### config.mk
export PLATFORM = sky130hd
export DESIGN_NAME = group_descriptor_checksum_unit
export DESIGN_NICKNAME = d
export VERILOG_FILES = /design/src/rtl/core/gdc_pkg.sv /design/src/rtl/core/group_descriptor_checksum_unit.sv /design/src/rtl/core/gdc_prefix.sv /design/src/rtl/core/gdc_group.sv /design/src/rtl/core/gdc_accum.sv
export VERILOG_INCLUDE_DIRS = /design/src /design/src/rtl/core
export SDC_FILE = /design/constraint.sdc
export NUM_CORES = 1
export LEC_CHECK = 0
export ABC_AREA = 0
export BUFFER_PORTS_ARGS = -buffer_cell sky130_fd_sc_hd__buf_4
export CAP_MARGIN = 20
export CORE_MARGIN = 2
export CORE_UTILIZATION = 56
export DETAILED_ROUTE_END_ITERATION = 8
export PLACE_DENSITY_LB_ADDON = 0.15
export SYNTH_ARGS = -nofsm -noshare
export SYNTH_HDL_FRONTEND = slang
export SYNTH_SLANG_ARGS = --single-unit
### constraint.sdc
create_clock -name clk -period 6.7 [get_ports clk]
set_input_delay 2.01 -clock clk [delete_from_list [all_inputs] [get_ports clk]]
set_output_delay 2.01 -clock clk [all_outputs]
set_load 0.02 [all_outputs]
### src/rtl/core/group_descriptor_checksum_unit_defines.svh
// Assertion macros shared by the checksum unit.
// Both expect signals named clk and rst_n in the scope where they are used.
`ifndef GROUP_DESCRIPTOR_CHECKSUM_UNIT_DEFINES_SVH
`define GROUP_DESCRIPTOR_CHECKSUM_UNIT_DEFINES_SVH

// Same-cycle implication.
`define GDC_ASSERT_NOW(label, ante, cons, msg) \
  label: assert property (@(posedge clk) disable iff (!rst_n) (ante) |-> (cons)) \
    else $error(msg);

// Next-cycle implication.
`define GDC_ASSERT_NXT(label, ante, cons, msg) \
  label: assert property (@(posedge clk) disable iff (!rst_n) (ante) |=> (cons)) \
    else $error(msg);

`endif

### src/rtl/core/gdc_pkg.sv
package gdc_pkg;

  localparam logic [15:0] CRC16_POLY  = 16'ha001;
  localparam logic [31:0] CRC32C_POLY = 32'h82f63b78;
  localparam logic [15:0] CRC16_INIT  = 16'hffff;
  localparam logic [5:0]  CSUM_OFFSET = 6'd30;
  localparam logic [5:0]  MIN_LENGTH  = 6'd32;

  localparam logic [1:0] MODE_CRC16  = 2'd1;
  localparam logic [1:0] MODE_CRC32C = 2'd2;

  typedef enum logic [1:0] {
    REG_MODE,
    REG_SEED,
    REG_VOL_LO,
    REG_VOL_HI
  } cfg_idx_t;

  typedef enum logic [1:0] {
    ST_MATCH,
    ST_MISMATCH,
    ST_SHORT,
    ST_DISABLED
  } status_t;

  typedef struct packed {
    logic [1:0]  mode;
    logic [31:0] seed;
    logic [15:0] prefix;
  } cfg_t;

  // One descriptor word after the group number has been folded in.
  typedef struct packed {
    logic [7:0]  data;
    logic        last;
    logic [31:0] crc;
  } item_t;

  function automatic logic [15:0] crc16_byte(input logic [15:0] crc, input logic [7:0] b);
    logic [15:0] c;
    c = crc ^ {8'h00, b};
    for (int i = 0; i < 8; i++) begin
      c = c[0] ? ((c >> 1) ^ CRC16_POLY) : (c >> 1);
    end
    return c;
  endfunction

  function automatic logic [31:0] crc32c_byte(input logic [31:0] crc, input logic [7:0] b);
    logic [31:0] c;
    c = crc ^ {24'h000000, b};
    for (int i = 0; i < 8; i++) begin
      c = c[0] ? ((c >> 1) ^ CRC32C_POLY) : (c >> 1);
    end
    return c;
  endfunction

  // Folds two bytes, low byte first, into the CRC of the selected mode.
  function automatic logic [31:0] crc_pair(input logic [1:0] mode, input logic [31:0] crc,
                                           input logic [15:0] pair);
    logic [31:0] r;
    case (mode)
      MODE_CRC16: begin
        r = {16'h0000, crc16_byte(crc16_byte(crc[15:0], pair[7:0]), pair[15:8])};
      end
      MODE_CRC32C: begin
        r = crc32c_byte(crc32c_byte(crc, pair[7:0]), pair[15:8]);
      end
      default: begin
        r = 32'h0;
      end
    endcase
    return r;
  endfunction

endpackage

### src/rtl/core/group_descriptor_checksum_unit.sv
// Group descriptor checksum unit. Descriptor bytes enter one word per clock
// while in_ready is high, from offset zero, with in_last_byte on the final byte;
// the group number is taken from the first word. A result word is produced through
// the input register, two stages that fold the group number into the CRC two bytes
// at a time, and the result register, which is loaded after one byte update of
// the running CRC. Throughput is one byte per cycle while the result register
// can take each finished result and no prefix walk is in progress. Every
// configuration write starts a walk over the 16-byte volume id, two bytes per
// cycle, and in_ready stays low until that prefix CRC is ready.
module group_descriptor_checksum_unit (
  input  logic              clk,
  input  logic              rst_n,
  input  logic              cfg_we,
  input  gdc_pkg::cfg_idx_t cfg_index,
  input  logic [63:0]       cfg_wdata,
  input  logic              in_valid,
  output logic              in_ready,
  input  logic [7:0]        in_data_byte,
  input  logic [31:0]       in_group_number,
  input  logic              in_last_byte,
  output logic              out_valid,
  input  logic              out_ready,
  output logic [15:0]       out_computed_checksum,
  output logic [15:0]       out_stored_checksum,
  output logic [1:0]        out_status
);
  import gdc_pkg::*;

  logic [1:0]  mode_r;
  logic [31:0] seed_r;
  logic [63:0] vol_lo_r;
  logic [63:0] vol_hi_r;

  logic        prefix_busy;
  logic [15:0] prefix;
  logic        adv;
  logic        in_fire;
  logic        s3_valid;
  item_t       s3_item;
  cfg_t        cfg;

  always_ff @(posedge clk) begin
    if (!rst_n) begin
      mode_r   <= 2'd0;
      seed_r   <= 32'h0;
      vol_lo_r <= 64'h0;
      vol_hi_r <= 64'h0;
    end else if (cfg_we) begin
      case (cfg_index)
        REG_MODE:   mode_r   <= cfg_wdata[1:0];
        REG_SEED:   seed_r   <= cfg_wdata[31:0];
        REG_VOL_LO: vol_lo_r <= cfg_wdata;
        REG_VOL_HI: vol_hi_r <= cfg_wdata;
        default: begin
        end
      endcase
    end
  end

  assign cfg.mode   = mode_r;
  assign cfg.seed   = seed_r;
  assign cfg.prefix = prefix;

  assign in_ready = adv && !prefix_busy;
  assign in_fire  = in_valid && in_ready;

  gdc_prefix u_prefix (
    .clk    (clk),
    .rst_n  (rst_n),
    .start  (cfg_we),
    .vol_id ({vol_hi_r, vol_lo_r}),
    .busy   (prefix_busy),
    .prefix (prefix)
  );

  gdc_group u_group (
    .clk             (clk),
    .rst_n           (rst_n),
    .cfg             (cfg),
    .adv             (adv),
    .in_fire         (in_fire),
    .in_data_byte    (in_data_byte),
    .in_group_number (in_group_number),
    .in_last_byte    (in_last_byte),
    .s3_valid        (s3_valid),
    .s3_item         (s3_item)
  );

  gdc_accum u_accum (
    .clk                   (clk),
    .rst_n                 (rst_n),
    .cfg                   (cfg),
    .s3_valid              (s3_valid),
    .s3_item               (s3_item),
    .adv                   (adv),
    .out_ready             (out_ready),
    .out_valid             (out_valid),
    .out_computed_checksum (out_computed_checksum),
    .out_stored_checksum   (out_stored_checksum),
    .out_status            (out_status)
  );

endmodule

### src/rtl/core/gdc_prefix.sv
module gdc_prefix (
  input  logic         clk,
  input  logic         rst_n,
  input  logic         start,
  input  logic [127:0] vol_id,
  output logic         busy,
  output logic [15:0]  prefix
);
  import gdc_pkg::*;

  logic [2:0]  cnt_r;
  logic        busy_r;
  logic [15:0] crc_r;
  logic [15:0] prefix_r;
  logic [15:0] pair;
  logic [15:0] crc_nxt;

  // Two volume id bytes per cycle, until all sixteen are folded in.
  assign pair    = vol_id[{cnt_r, 4'b0000} +: 16];
  assign crc_nxt = crc16_byte(crc16_byte(crc_r, pair[7:0]), pair[15:8]);

  always_ff @(posedge clk) begin
    if (!rst_n) begin
      cnt_r    <= 3'd0;
      busy_r   <= 1'b0;
      crc_r    <= CRC16_INIT;
      prefix_r <= CRC16_INIT;
    end else if (start) begin
      cnt_r  <= 3'd0;
      busy_r <= 1'b1;
      crc_r  <= CRC16_INIT;
    end else if (busy_r) begin
      cnt_r <= cnt_r + 3'd1;
      crc_r <= crc_nxt;
      if (cnt_r == 3'd7) begin
        busy_r   <= 1'b0;
        prefix_r <= crc_nxt;
      end
    end
  end

  assign busy   = busy_r;
  assign prefix = prefix_r;

endmodule

### src/rtl/core/gdc_group.sv
module gdc_group (
  input  logic          clk,
  input  logic          rst_n,
  input  gdc_pkg::cfg_t cfg,
  input  logic          adv,
  input  logic          in_fire,
  input  logic [7:0]    in_data_byte,
  input  logic [31:0]   in_group_number,
  input  logic          in_last_byte,
  output logic          s3_valid,
  output gdc_pkg::item_t s3_item
);
  import gdc_pkg::*;

  logic        s1_valid_r;
  logic [7:0]  s1_data_r;
  logic [31:0] s1_group_r;
  logic        s1_last_r;

  logic        s2_valid_r;
  logic [7:0]  s2_data_r;
  logic        s2_last_r;
  logic [15:0] s2_group_hi_r;
  logic [31:0] s2_crc_r;

  logic        s3_valid_r;
  item_t       s3_item_r;

  logic [31:0] start_crc;

  // The group number CRC is worked out for every word; only the first word
  // of a descriptor uses it.
  assign start_crc = (cfg.mode == MODE_CRC16) ? {16'h0000, cfg.prefix} : cfg.seed;

  always_ff @(posedge clk) begin
    if (!rst_n) begin
      s1_valid_r <= 1'b0;
      s2_valid_r <= 1'b0;
      s3_valid_r <= 1'b0;
    end else if (adv) begin
      s1_valid_r <= in_fire;
      s2_valid_r <= s1_valid_r;
      s3_valid_r <= s2_valid_r;
    end
  end

  always_ff @(posedge clk) begin
    if (adv) begin
      s1_data_r       <= in_data_byte;
      s1_group_r      <= in_group_number;
      s1_last_r       <= in_last_byte;
      s2_data_r       <= s1_data_r;
      s2_last_r       <= s1_last_r;
      s2_group_hi_r   <= s1_group_r[31:16];
      s2_crc_r        <= crc_pair(cfg.mode, start_crc, s1_group_r[15:0]);
      s3_item_r.data  <= s2_data_r;
      s3_item_r.last  <= s2_last_r;
      s3_item_r.crc   <= crc_pair(cfg.mode, s2_crc_r, s2_group_hi_r);
    end
  end

  assign s3_valid = s3_valid_r;
  assign s3_item  = s3_item_r;

endmodule

### src/rtl/core/gdc_accum.sv
`include "group_descriptor_checksum_unit_defines.svh"

module gdc_accum (
  input  logic           clk,
  input  logic           rst_n,
  input  gdc_pkg::cfg_t  cfg,
  input  logic           s3_valid,
  input  gdc_pkg::item_t s3_item,
  output logic           adv,
  input  logic           out_ready,
  output logic           out_valid,
  output logic [15:0]    out_computed_checksum,
  output logic [15:0]    out_stored_checksum,
  output logic [1:0]     out_status
);
  import gdc_pkg::*;

  logic [5:0]  pos_r;
  logic [31:0] crc_r;
  logic [15:0] cap_r;
  logic        out_valid_r;
  logic [15:0] out_calc_r;
  logic [15:0] out_stored_r;
  status_t     out_status_r;

  logic        fire;
  logic        in_csum;
  logic [31:0] crc_base;
  logic [31:0] crc_nxt;
  logic [15:0] cap_nxt;
  logic [5:0]  pos_inc;
  logic [15:0] res_calc;
  logic [15:0] res_stored;
  status_t     res_status;

  logic        out_match;
  logic        out_blank;
  logic        out_zero;
  logic        sums_equal;

  // Only a last word that finds the result register full has to wait.
  assign adv  = !(s3_valid && s3_item.last && out_valid_r && !out_ready);
  assign fire = s3_valid && adv;

  assign in_csum  = (pos_r == CSUM_OFFSET) || (pos_r == CSUM_OFFSET + 6'd1);
  assign crc_base = (pos_r == 6'd0) ? s3_item.crc : crc_r;
  assign pos_inc  = (pos_r < MIN_LENGTH) ? pos_r + 6'd1 : pos_r;

  // With checksums off the running CRC is left alone; on a first word the
  // group stage already hands over zero.
  always_comb begin
    case (cfg.mode)
      MODE_CRC16: begin
        crc_nxt = in_csum ? crc_base : {16'h0000, crc16_byte(crc_base[15:0], s3_item.data)};
      end
      MODE_CRC32C: begin
        crc_nxt = crc32c_byte(crc_base, in_csum ? 8'h00 : s3_item.data);
      end
      default: begin
        crc_nxt = crc_base;
      end
    endcase
  end

  always_comb begin
    cap_nxt = (pos_r == 6'd0) ? 16'h0000 : cap_r;
    if (pos_r == CSUM_OFFSET) begin
      cap_nxt[7:0] = s3_item.data;
    end else if (pos_r == CSUM_OFFSET + 6'd1) begin
      cap_nxt[15:8] = s3_item.data;
    end
  end

  always_comb begin
    res_calc   = 16'h0000;
    res_stored = 16'h0000;
    if (cfg.mode != MODE_CRC16 && cfg.mode != MODE_CRC32C) begin
      res_status = ST_DISABLED;
    end else if (pos_inc < MIN_LENGTH) begin
      res_status = ST_SHORT;
    end else begin
      res_calc   = crc_nxt[15:0];
      res_stored = cap_nxt;
      if (crc_nxt[15:0] == cap_nxt) begin
        res_status = ST_MATCH;
      end else begin
        res_status = ST_MISMATCH;
      end
    end
  end

  always_ff @(posedge clk) begin
    if (!rst_n) begin
      pos_r       <= 6'd0;
      crc_r       <= 32'h0;
      cap_r       <= 16'h0000;
      out_valid_r <= 1'b0;
    end else begin
      if (fire) begin
        pos_r <= s3_item.last ? 6'd0 : pos_inc;
        crc_r <= crc_nxt;
        cap_r <= cap_nxt;
      end
      if (fire && s3_item.last) begin
        out_valid_r <= 1'b1;
      end else if (out_ready) begin
        out_valid_r <= 1'b0;
      end
    end
  end

  always_ff @(posedge clk) begin
    if (fire && s3_item.last) begin
      out_calc_r   <= res_calc;
      out_stored_r <= res_stored;
      out_status_r <= res_status;
    end
  end

  assign out_valid             = out_valid_r;
  assign out_computed_checksum = out_calc_r;
  assign out_stored_checksum   = out_stored_r;
  assign out_status            = out_status_r;

  assign out_match  = (out_status_r == ST_MATCH);
  assign out_blank  = (out_status_r == ST_SHORT) || (out_status_r == ST_DISABLED);
  assign out_zero   = (out_calc_r == 16'h0000) && (out_stored_r == 16'h0000);
  assign sums_equal = (out_calc_r == out_stored_r);

  `GDC_ASSERT_NOW(a_pos_saturates, 1'b1, pos_r <= MIN_LENGTH, "byte position beyond saturation")
  `GDC_ASSERT_NXT(a_pos_clears, fire && s3_item.last, pos_r == 6'd0, "position kept after last word")
  `GDC_ASSERT_NOW(a_match_equal, out_valid_r && out_match, sums_equal, "match on unequal sums")
  `GDC_ASSERT_NOW(a_zero_fields, out_valid_r && out_blank, out_zero, "checksum on blank result")

endmodule
## Word-level counts from Yosys, hierarchy flattened

Index checks and enable logic that the tools add are counted.

| word-level totals | value |
|---|---|
| register bits after elaboration | 429 |
| word-level logic and storage cells | 293 |
| output and inout port bits | 36 |
| input bits | 112 |

| operators by class | value |
|---|---|
| shift-type cells | 1 |
| eq/ne operators | 11 |
| muxes and demuxes | 116 |
| order comparisons | 2 |
| reductions and logical operators | 22 |
| bitwise gates (word level) | 110 |
| add/sub/neg operators | 2 |

Operator list:

| kind | number |
|---|---|
| two-way mux 32 bit | 43 |
| two-way mux 16 bit | 57 |
| inverter 16 -> 17 bit | 40 |
| one-hot mux 32 bit (2 select lines) | 3 |
| inverter 2 -> 3 bit | 56 |
| bitwise XOR 32 x 8 -> 32 bit | 5 |
| variable part select 128 x 8 -> 16 bit | 1 |
| bitwise XOR 16 x 8 -> 16 bit | 7 |
| two-way mux 8 bit | 4 |
| equality test 16 bit | 1 |
| equality test 6 x 5 -> 1 bit (second input constant) | 2 |
| < comparator 6 bit (second input constant) | 2 |
| two-way mux 6 bit | 2 |
| logical AND 1 bit | 8 |
| AND reduction 2 bit | 4 |
| two-way mux 1 bit | 7 |
| adder 6 x 1 -> 6 bit (second input constant) | 1 |
| equality test 2 bit (second input constant) | 3 |
| logical NOT 6 bit | 1 |
| equality test 2 x 1 -> 1 bit (second input constant) | 2 |
| OR reduction 2 bit | 2 |
| adder 3 x 1 -> 3 bit (second input constant) | 1 |
| equality test 3 bit (second input constant) | 1 |
| logical NOT 1 bit | 3 |
| other kinds (7) | 8 |

## Longest topological paths before layout

Gate-level depths: netlist of the first run.

| logic depth | value |
|---|---|
| word-level depth | 37 |
| depth in mapped cells | 16 |
| mapped depth without buffers | 13 |

## Cells and area by module

Synthesis of the first run repeated with hierarchy kept, for this count alone.

| second synthesis, totals | value |
|---|---|
| cell total of the unflattened synthesis | 2288 |
| area total of the unflattened synthesis | 24673.7 sq um |

Modules (own cells, without submodules):

| module | instances | cells each | area an instance (sq um) |
|---|---|---|---|
| gdc_group | 1 | 646 | 9066.2 |
| gdc_accum | 1 | 760 | 6696.4 |
| group_descriptor_checksum_unit | 1 | 599 | 6074.6 |
| gdc_prefix | 1 | 283 | 2836.5 |

## Worst setup path after synthesis of the first run

No wires, ideal clock.

| timing path | value |
|---|---|
| path kind | in2reg |
| start | input port out_ready |
| end | register u_accum.cap_r[2] |
| setup time | 116 ps |
| buffers on the path | 3 |
| data arrival time | 6274 ps |
| slack | 310 ps |
| required time | 6584 ps |
| stages on the path | 9 |
| path through | nand2b_1 nor2_1 inv_1 and2_1 clkbuf_1 clkbuf_1 clkbuf_1 nand2_1 o211a_1 |

| on the way | value |
|---|---|
| word-level cells in the longest chain between the ends | 4 |

Ends and longest elaborated chain:

| what | RTL line | RTL |
|---|---|---|
| start: declaration | group_descriptor_checksum_unit.sv:22 | `input logic out_ready,` |
| logical NOT 1 bit | gdc_accum.sv:42 | `assign adv = !(s3_valid && s3_item.last && out_valid_r && !out_ready);` |
| logical AND 1 bit | gdc_accum.sv:42 |  |
| logical NOT 1 bit | gdc_accum.sv:42 |  |
| logical AND 1 bit | gdc_accum.sv:43 | `assign fire = s3_valid && adv;` |
| end signal: assignment | gdc_accum.sv:102 | `cap_r <= cap_nxt;` |
| end: declaration | gdc_accum.sv:20 | `logic [15:0] cap_r;` |

Every way passes these cells.
A chain may end at the register's enable or synchronous reset.

## Final worst setup path of the first run

| timing path | value |
|---|---|
| start | register u_accum.pos_r[0] |
| end | register u_accum.out_status_r[0] (netlist: u_accum.out_status[0]), data pin |

| on the way | value |
|---|---|
| word-level cells in the longest chain between the ends | 21 |
| elaborated cells on any way between the ends | 53 |

Ends and longest elaborated chain:

| what | RTL line | RTL |
|---|---|---|
| start: declaration | gdc_accum.sv:18 | `logic [5:0] pos_r;` |
| start signal: assignment | gdc_accum.sv:100 | `pos_r <= s3_item.last ? 6'd0 : pos_inc;` |
| equality test 6 x 5 -> 1 bit, or another cell as far along | gdc_accum.sv:45, gdc_accum.sv:67 |  |
| logical OR 1 bit / two-way mux 32 bit (equally long branches) | gdc_accum.sv:45, gdc_accum.sv:46 |  |
| two-way mux 8 bit / bitwise XOR 32 x 8 -> 32 bit (equally long branches) | gdc_accum.sv:57, gdc_pkg.sv:50 |  |
| bitwise XOR 32 x 8 -> 32 bit, or another cell as far along | gdc_pkg.sv:50 | `c = crc ^ {24'h000000, b};` |
| two-way mux 32 bit / inverter 16 -> 17 bit (equally long branches) | -- |  |
| inverter 16 -> 17 bit (no source line) / two-way mux 32 bit (equally long branches) | -- |  |
| two-way mux 32 bit / inverter 16 -> 17 bit (equally long branches) (2 in series) | -- |  |
| inverter 16 -> 17 bit (no source line) / two-way mux 32 bit (equally long branches) | -- |  |
| [... 4 more ...] | -- |  |
| two-way mux 32 bit / inverter 16 -> 17 bit (equally long branches) | -- |  |
| inverter 16 -> 17 bit (no source line) / two-way mux 32 bit (equally long branches) | -- |  |
| two-way mux 32 bit / inverter 16 -> 17 bit (equally long branches) | -- |  |
| two-way mux 32 bit | gdc_pkg.sv:52 | `c = c[0] ? ((c >> 1) ^ CRC32C_POLY) : (c >> 1);` |
| one-hot mux 32 bit (2 select lines) | gdc_accum.sv:52 | `case (cfg.mode)` |
| equality test 16 bit | gdc_accum.sv:84 | `if (crc_nxt[15:0] == cap_nxt) begin` |
| two-way mux 1 bit | gdc_accum.sv:84 |  |
| two-way mux 1 bit (*) | gdc_accum.sv:79 | `end else if (pos_inc < MIN_LENGTH) begin` |
| end signal: assignment | gdc_accum.sv:116 | `out_status_r <= res_status;` |
| end: declaration | gdc_accum.sv:24 | `status_t out_status_r;` |

Mark *: on every way between the ends. The rest lies on a longest branch, timed or not.

==> results.sh, run 1 <==
export IMPL_status="complete, no violations"
export IMPL_crit_fanout=22
export IMPL_rows=75
export IMPL_synthTopCellsByArea="edfxtp_1, dfxtp_1, xnor2_1, nand2_1, a21boi_0"
export IMPL_yosys_area_share_simple=0.1266
export IMPL_final_core_util=0.6470
export IMPL_fin_crit_ns=5.575
export IMPL_start_util=0.5681
export IMPL_fin_skew_ns=0.04430
export IMPL_drive_gt1_frac=0.1502
export IMPL_r2r_end="u_accum.out_status[0]"
export IMPL_synthArstFlopShare=0
export IMPL_cts_buffers=45
export IMPL_clkSinkCount=429
export IMPL_rsz0062_at_grt="no"
export IMPL_num_io_pins=148
export IMPL_vias_per_cell=5.813
export IMPL_fin_setup_tns_ns=0
export IMPL_drtIter0Drc=1526
export IMPL_startpoint_type="flop"
export IMPL_syn_area_per_cell_um2=10.11
export IMPL_worstReg2RegStart="u_accum.pos_r[0]"
export IMPL_p_int_w=0.006979
export IMPL_critPathLaunch="u_accum.pos_r[0]"
export IMPL_clock_latency_ns=0.61
export IMPL_cts_tree="done"
export IMPL_die_area_mm2=0.04422
export IMPL_end_kind="flop"
export IMPL_wirelength_um=69040
export IMPL_yosys_top_cells_count="nand2_1, xnor2_1, dfxtp_1"
export IMPL_synth_xor_area_frac=0.2249
export IMPL_ys_seq_area_frac=0.4330
export IMPL_hold_viol_final=0
export IMPL_first_pass_iters=5
export IMPL_drt_antenna_violating_nets=0
export IMPL_cp_arrival_ns=5.90
export IMPL_comb_power_share=0.496
export IMPL_worst_pin_slew_ns=1.137
export IMPL_timing_final_crit_share=0.8321
export IMPL_cp_depth=13
export IMPL_seqPwrFrac=0.258
export IMPL_netlist_area_leader_share=0.2180
export IMPL_leakagePower_nw=10.11
export IMPL_cts_root_buffer="clkbuf_16"
export IMPL_die_x_um=210.3
export IMPL_grt_first_pass_wirelength_um=104100
export IMPL_h_tree_depth=2
export IMPL_endpoint="u_accum.out_status[0]"
export IMPL_grt_overflow=0
export IMPL_final_nets=2578
export IMPL_drv_slew=0
export IMPL_synth_top_family_by_area="XOR/XNOR gates"
export IMPL_grt_usage=0.3115
export IMPL_crit_slowest_cell="a21oi_1"
export IMPL_drv_cap=0
export IMPL_synth_edff_count=173
export IMPL_portBuffers=147
export IMPL_wl_per_cell_um=22.73
export IMPL_slew_limit_headroom=0.2404
export IMPL_path_class="reg2reg"
export IMPL_synth_seq_cells=429
export IMPL_hp_class="reg2reg"
export IMPL_cts_buffer_depth=3
export IMPL_syn_inst=2358
export IMPL_clkTransAtPathRegs_ns=0.06
export IMPL_slowest_delay_ns=0.75
export IMPL_drcViolationCount=0
export IMPL_yosysWarnings=0
export IMPL_synth_flop_cell="dfxtp_1"
export IMPL_ff2ff_setup_slack_ns=1.12
export IMPL_area_delta_synth_final_pct=13.89
export IMPL_reg2reg_depth=13
export IMPL_p_switching_w=0.004095
export IMPL_critPathRequiredTime_ns=7.02
export IMPL_p_per_area_mw_per_mm2=408.0
export IMPL_cts_hold_buf=0
export IMPL_cts_resized=0
export IMPL_cp_cell_sequence="inv_1 > ha_1 > nor4b_2 > nand2_1 > a21oi_1 > xor2_2 > xnor3_1 > inv_1 > a21oi_1 > o2111ai_1 > or4_1 > nor4_1 > a32oi_1"
export IMPL_core_area_mm2=0.04195
export IMPL_crit_family="simple AND/OR/NAND/NOR gates"
export IMPL_clkPwrFrac=0.246
export IMPL_synthAdderAreaFrac=0.003675
export IMPL_gp_congestion=0.9494
export IMPL_grt_pass1_vias=17410
export IMPL_peakVddDrop_mv=0.4722
export IMPL_clock_fmax_ghz=0.1794
export IMPL_yosys_area_top_type="edfxtp_1"
export IMPL_postCtsSetupRepairBufs=0
export IMPL_dp_hpwl_um=49950
export IMPL_yosysMostFrequentCell="nand2_1"
export IMPL_switching_share=0.3698
export IMPL_grt_max_degree=159
export IMPL_crit_buf_inv=2
export IMPL_vias=17650
export IMPL_synthMuxAreaShare=0.06169
export IMPL_die_y_um=210.3
export IMPL_synth_compound_area_frac=0.1241
export IMPL_antenna_found_initial=4
export IMPL_setup_viol=0
export IMPL_synth_area_mm2=0.02383
export IMPL_syn_nets=2477
export IMPL_synth_cell_types=72
## metrics by stage
stage | worst slack, ns | instances | cell area (um^2) | power, W | hold WS [ns]
finish | 1.125 | 3037 | 27140 | 0.01107 | 0.4167
global route | 0.8883 | 3036 | 27140 | 0.01162 | 0.4259
CTS | 1.229 | 3032 | 27090 | 0.01109 | 0.4169
detailed placement | 1.233 | 2948 | 25450 | 0.008341 | 0.4045
global placement | 1.479 | 2948 | 25450 | 0.008305 | 0.4003
floorplan | 0.3096 | 2358 | 23830 | 0.007349 | 0.4003
## kinds of logic (layout without fill, tap and decap cells)
| logic type | count (synthesis) | after routing |
|---|---|---|
| AOI/OAI and AO/OA | 422 | 422 |
| DFF | 429 | 429 |
| xor gates and xnor gates | 531 | 531 |
| muxes | 102 | 102 |
| adders and majority gates | 7 | 7 |
| and+or+nand+nor | 707 | 707 |
| buffers and inverters | 160 | 298 |
| other | 0 | 2 |
## metal layers
layer	track usage	vias to the layer above	part of all wire
met2	0.5282	613	0.49
met4	0.1538	2	0.051
met5	0	-	0.00017
met3	0.04201	162	0.057
li1	-	8276	-
met1	0.3932	8601	0.40
## placed cells by master, fill, tap and decap left out, types with 10 or more instances in the layout
cell / count
nand2_1: 475
xnor2_1: 377
dfxtp_1: 255
buf_4: 191
edfxtp_1: 173
a21boi_0: 167
xor2_1: 91
nor2_1: 90
mux2i_1: 62
nor2b_1: 48
o21ai_0: 48
clkbuf_16: 47
a21oi_1: 42
o22ai_1: 41
mux4_2: 32
a22oi_1: 30
xnor2_2: 24
and2_1: 20
xnor3_1: 19
o211ai_1: 19
inv_1: 18
nand2b_1: 14
o211a_1: 13
nand3_1: 11
a32oi_1: 10
## layout make-up
cell class	count	area (um^2)
repair buffers	195	1504
clock inverters	26	347.8
multi-input cells	1769	12920
diodes	2	5.005
well taps	539	674.4
inverters	19	76.32
flip-flops and latches	429	10320
fillers	3437	14810
clock buffers	58	1287
## worst min path at each step
stage               cells past startpoint  slack (ns)              startpoint                        to
finish                                  0        0.42    u_group.s2_data_r[3]       u_group.s3_item[36]
global route                            0        0.43    u_group.s2_data_r[7]       u_group.s3_item[40]
CTS                                     0        0.42    u_group.s2_data_r[3]       u_group.s3_item[36]
detailed placement                      0        0.40    u_group.s2_data_r[3]       u_group.s3_item[36]
floorplan                               0        0.40    u_group.s1_data_r[0]      u_group.s2_data_r[0]
global placement                        0        0.40  u_group.s1_group_r[20]  u_group.s2_group_hi_r[4]
## flip-flops by register name, summed over array words and instances, names as in the netlist, 32 cells and up
name / cells
vol_lo_r: 64
u_accum.crc_r: 32
u_group.s1_group_r: 32
u_group.s3_item: 41
u_group.s2_crc_r: 32
seed_r: 32
vol_hi_r: 64
## power by group through the flow
stage	Clock [W]	Combinational (W)	Sequential, W
finish	0.00273	0.00549	0.00286
floorplan	0	0.00447	0.00288
global placement	0	0.00540	0.00291
detailed placement	0	0.00543	0.00291
CTS	0.00276	0.00547	0.00286
global route	0.00286	0.00590	0.00286
No activity file was read; power rests on OpenSTA's default activity.
==> run 2: changes to the inputs <==
Settings changed: CORE_UTILIZATION 56 to 62.
Clock period 6.7 ns to 5.5 ns, I/O delays scaled along.
==> run 2 against run 1 <==
Effect of this change: total power rose by 20%; routed wire length grew 0.19%; sequential share of layout area shrank 0.17 points; critical path depth increased by 2; combinational power increased by 22%; sequential power increased by 22%.
==> results.sh, run 2 (synthesis results as in run 1) <==
export IMPL_setup_viol=0
export IMPL_cts_buffer_depth=3
export IMPL_worst_pin_slew_ns=0.9954
export IMPL_startpoint_type="flop"
export IMPL_start_util=0.6312
export IMPL_cts_tree="done"
export IMPL_wirelength_um=69170
export IMPL_path_class="reg2reg"
export IMPL_end_kind="flop"
export IMPL_die_area_mm2=0.04002
export IMPL_rsz0062_at_grt="no"
export IMPL_reg2reg_depth=15
export IMPL_grt_pass1_vias=17770
export IMPL_clkTransAtPathRegs_ns=0.06
export IMPL_clock_fmax_ghz=0.1963
export IMPL_nFillCells=2759
export IMPL_h_tree_depth=2
export IMPL_rows=71
export IMPL_first_pass_iters=8
export IMPL_grt_usage=0.3481
export IMPL_grt_overflow=0
export IMPL_core_area_mm2=0.03776
export IMPL_drt_antenna_violating_nets=0
export IMPL_hold_viol_final=0
export IMPL_clkSinkCount=429
export IMPL_cts_resized=0
export IMPL_fin_hold_ws_ns=0.4152
export IMPL_final_cell_mix="nand2_1, xnor2_1, dfxtp_1"
export IMPL_regArea_mm2=0.01032
export IMPL_drtIter0Drc=1561
export IMPL_crit_fanout=28
export IMPL_status="complete, no violations"
export IMPL_drive_gt1_frac=0.1568
export IMPL_power_w=0.01328
export IMPL_final_nets=2608
export IMPL_die_y_um=200.1
export IMPL_critPathRequiredTime_ns=5.79
export IMPL_slowest_delay_ns=0.57
export IMPL_slew_limit_headroom=0.3316
export IMPL_gp_congestion=0.9376
export IMPL_vias=18030
export IMPL_die_x_um=200.1
export IMPL_cp_cell_sequence="inv_1 > ha_1 > or4b_4 > nor2_4 > buf_4 > mux2i_1 > xor2_1 > buf_4 > xnor2_1 > xor3_1 > a221oi_1 > a21oi_1 > xnor2_1 > nor4_1 > a32oi_1"
export IMPL_min_from="u_group.s1_group_r[27]"
export IMPL_area_delta_synth_final_pct=14.39
export IMPL_cp_arrival_ns=5.38
export IMPL_fin_skew_ns=0.03437
export IMPL_fin_setup_tns_ns=0
export IMPL_cts_buffers=45
export IMPL_antenna_found_initial=3
export IMPL_num_io_pins=148
export IMPL_worstReg2RegStart="u_accum.pos_r[0]"
export IMPL_hp_class="reg2reg"
export IMPL_peakVddDrop_mv=0.5842
export IMPL_drcViolationCount=0
export IMPL_pre_cts_ws_ns=0.4989
export IMPL_grt_max_degree=166
export IMPL_clock_latency_ns=0.60
export IMPL_dp_hpwl_um=50540
export IMPL_timing_final_crit_share=0.9262
export IMPL_multiInputGateArea_mm2=0.01293
export IMPL_vias_per_cell=5.933
export IMPL_leakagePower_nw=10.22
export IMPL_ff2ff_setup_slack_ns=0.41
export IMPL_drv_cap=0
export IMPL_finalWorstSetupSlack_ns=0.4061
export IMPL_crit_family="simple AND/OR/NAND/NOR gates"
export IMPL_crit_slowest_cell="or4b_4"
export IMPL_hold_path_endpoint="u_group.s2_group_hi_r[11]"
export IMPL_cts_root_buffer="clkbuf_16"
export IMPL_drv_slew=0
export IMPL_crit_buf_inv=3
export IMPL_postCtsSetupRepairBufs=0
export IMPL_grt_first_pass_wirelength_um=104100
export IMPL_fin_crit_ns=5.094
export IMPL_r2r_end="u_accum.out_status[0]"
export IMPL_mostFrequentLayoutCell="nand2_1"
export IMPL_wl_per_cell_um=22.76
export IMPL_p_per_area_mw_per_mm2=487.0
export IMPL_hold_path_cell_count=0
export IMPL_cts_hold_buf=0
export IMPL_portBuffers=147
[run 2: worst max-delay path by stage]
stage / cells after the start / slack (ns) / start / end
after floorplan: 9 / 0.05 / out_ready / u_accum.pos_r[5]
after global placement: 15 / 0.59 / u_accum.pos_r[0] / u_accum.out_status[0]
after detailed placement: 15 / 0.50 / u_accum.pos_r[0] / u_accum.out_status[0]
after CTS: 15 / 0.46 / u_accum.pos_r[0] / u_accum.out_status[0]
after global routing: 15 / 0.14 / u_accum.pos_r[0] / u_accum.out_status[0]
final: 15 / 0.41 / u_accum.pos_r[0] / u_accum.out_status[0]
[run 2: power breakdown]
part	switching, W	internal, W
sequential	0.0000828	0.00340
combinational	0.00349	0.00320
clock	0.00134	0.00176
total	0.00492	0.00836
[run 2: through the flow]
stage | util | instances | cell area, um^2
finish | 0.7221 | 3039 | 27260
global route | 0.7219 | 3036 | 27250
CTS | 0.7198 | 3032 | 27180
detailed placement | 0.6795 | 2949 | 25650
global placement | 0.6787 | 2948 | 25630
floorplan | - | 2358 | 23840
[run 2: routing by layer]
| metal | share of wire | GRT usage | vias to the layer above |
|---|---|---|---|
| met5 | 0 | 0 | - |
| met4 | 0.053 | 0.1756 | 0 |
| met3 | 0.064 | 0.05393 | 191 |
| met2 | 0.48 | 0.5822 | 737 |
| met1 | 0.40 | 0.4409 | 8775 |
| li1 | - | - | 8327 |
[run 2: cell type report]
cell class                 instances  share of cell area
multi-input combinational       1769              0.4742
sequential                       429              0.3786
timing repair buffer             225             0.06490
clock buffer                      66             0.04906
tap                              511             0.02345
clock inverter                    17            0.006793
inverter                          19            0.002754
antenna                            3           0.0002754
[run 2: worst register-to-register path: stages (launching register included)]
cell and delay [ns]:
dfxtp_1 0.33, inv_1 0.14, ha_1 0.18, or4b_4 0.57
nor2_4 0.33, buf_4 0.46, mux2i_1 0.38, xor2_1 0.13
buf_4 0.19, xnor2_1 0.35, xor3_1 0.50, a221oi_1 0.40
a21oi_1 0.18, xnor2_1 0.17, nor4_1 0.32, a32oi_1 0.16
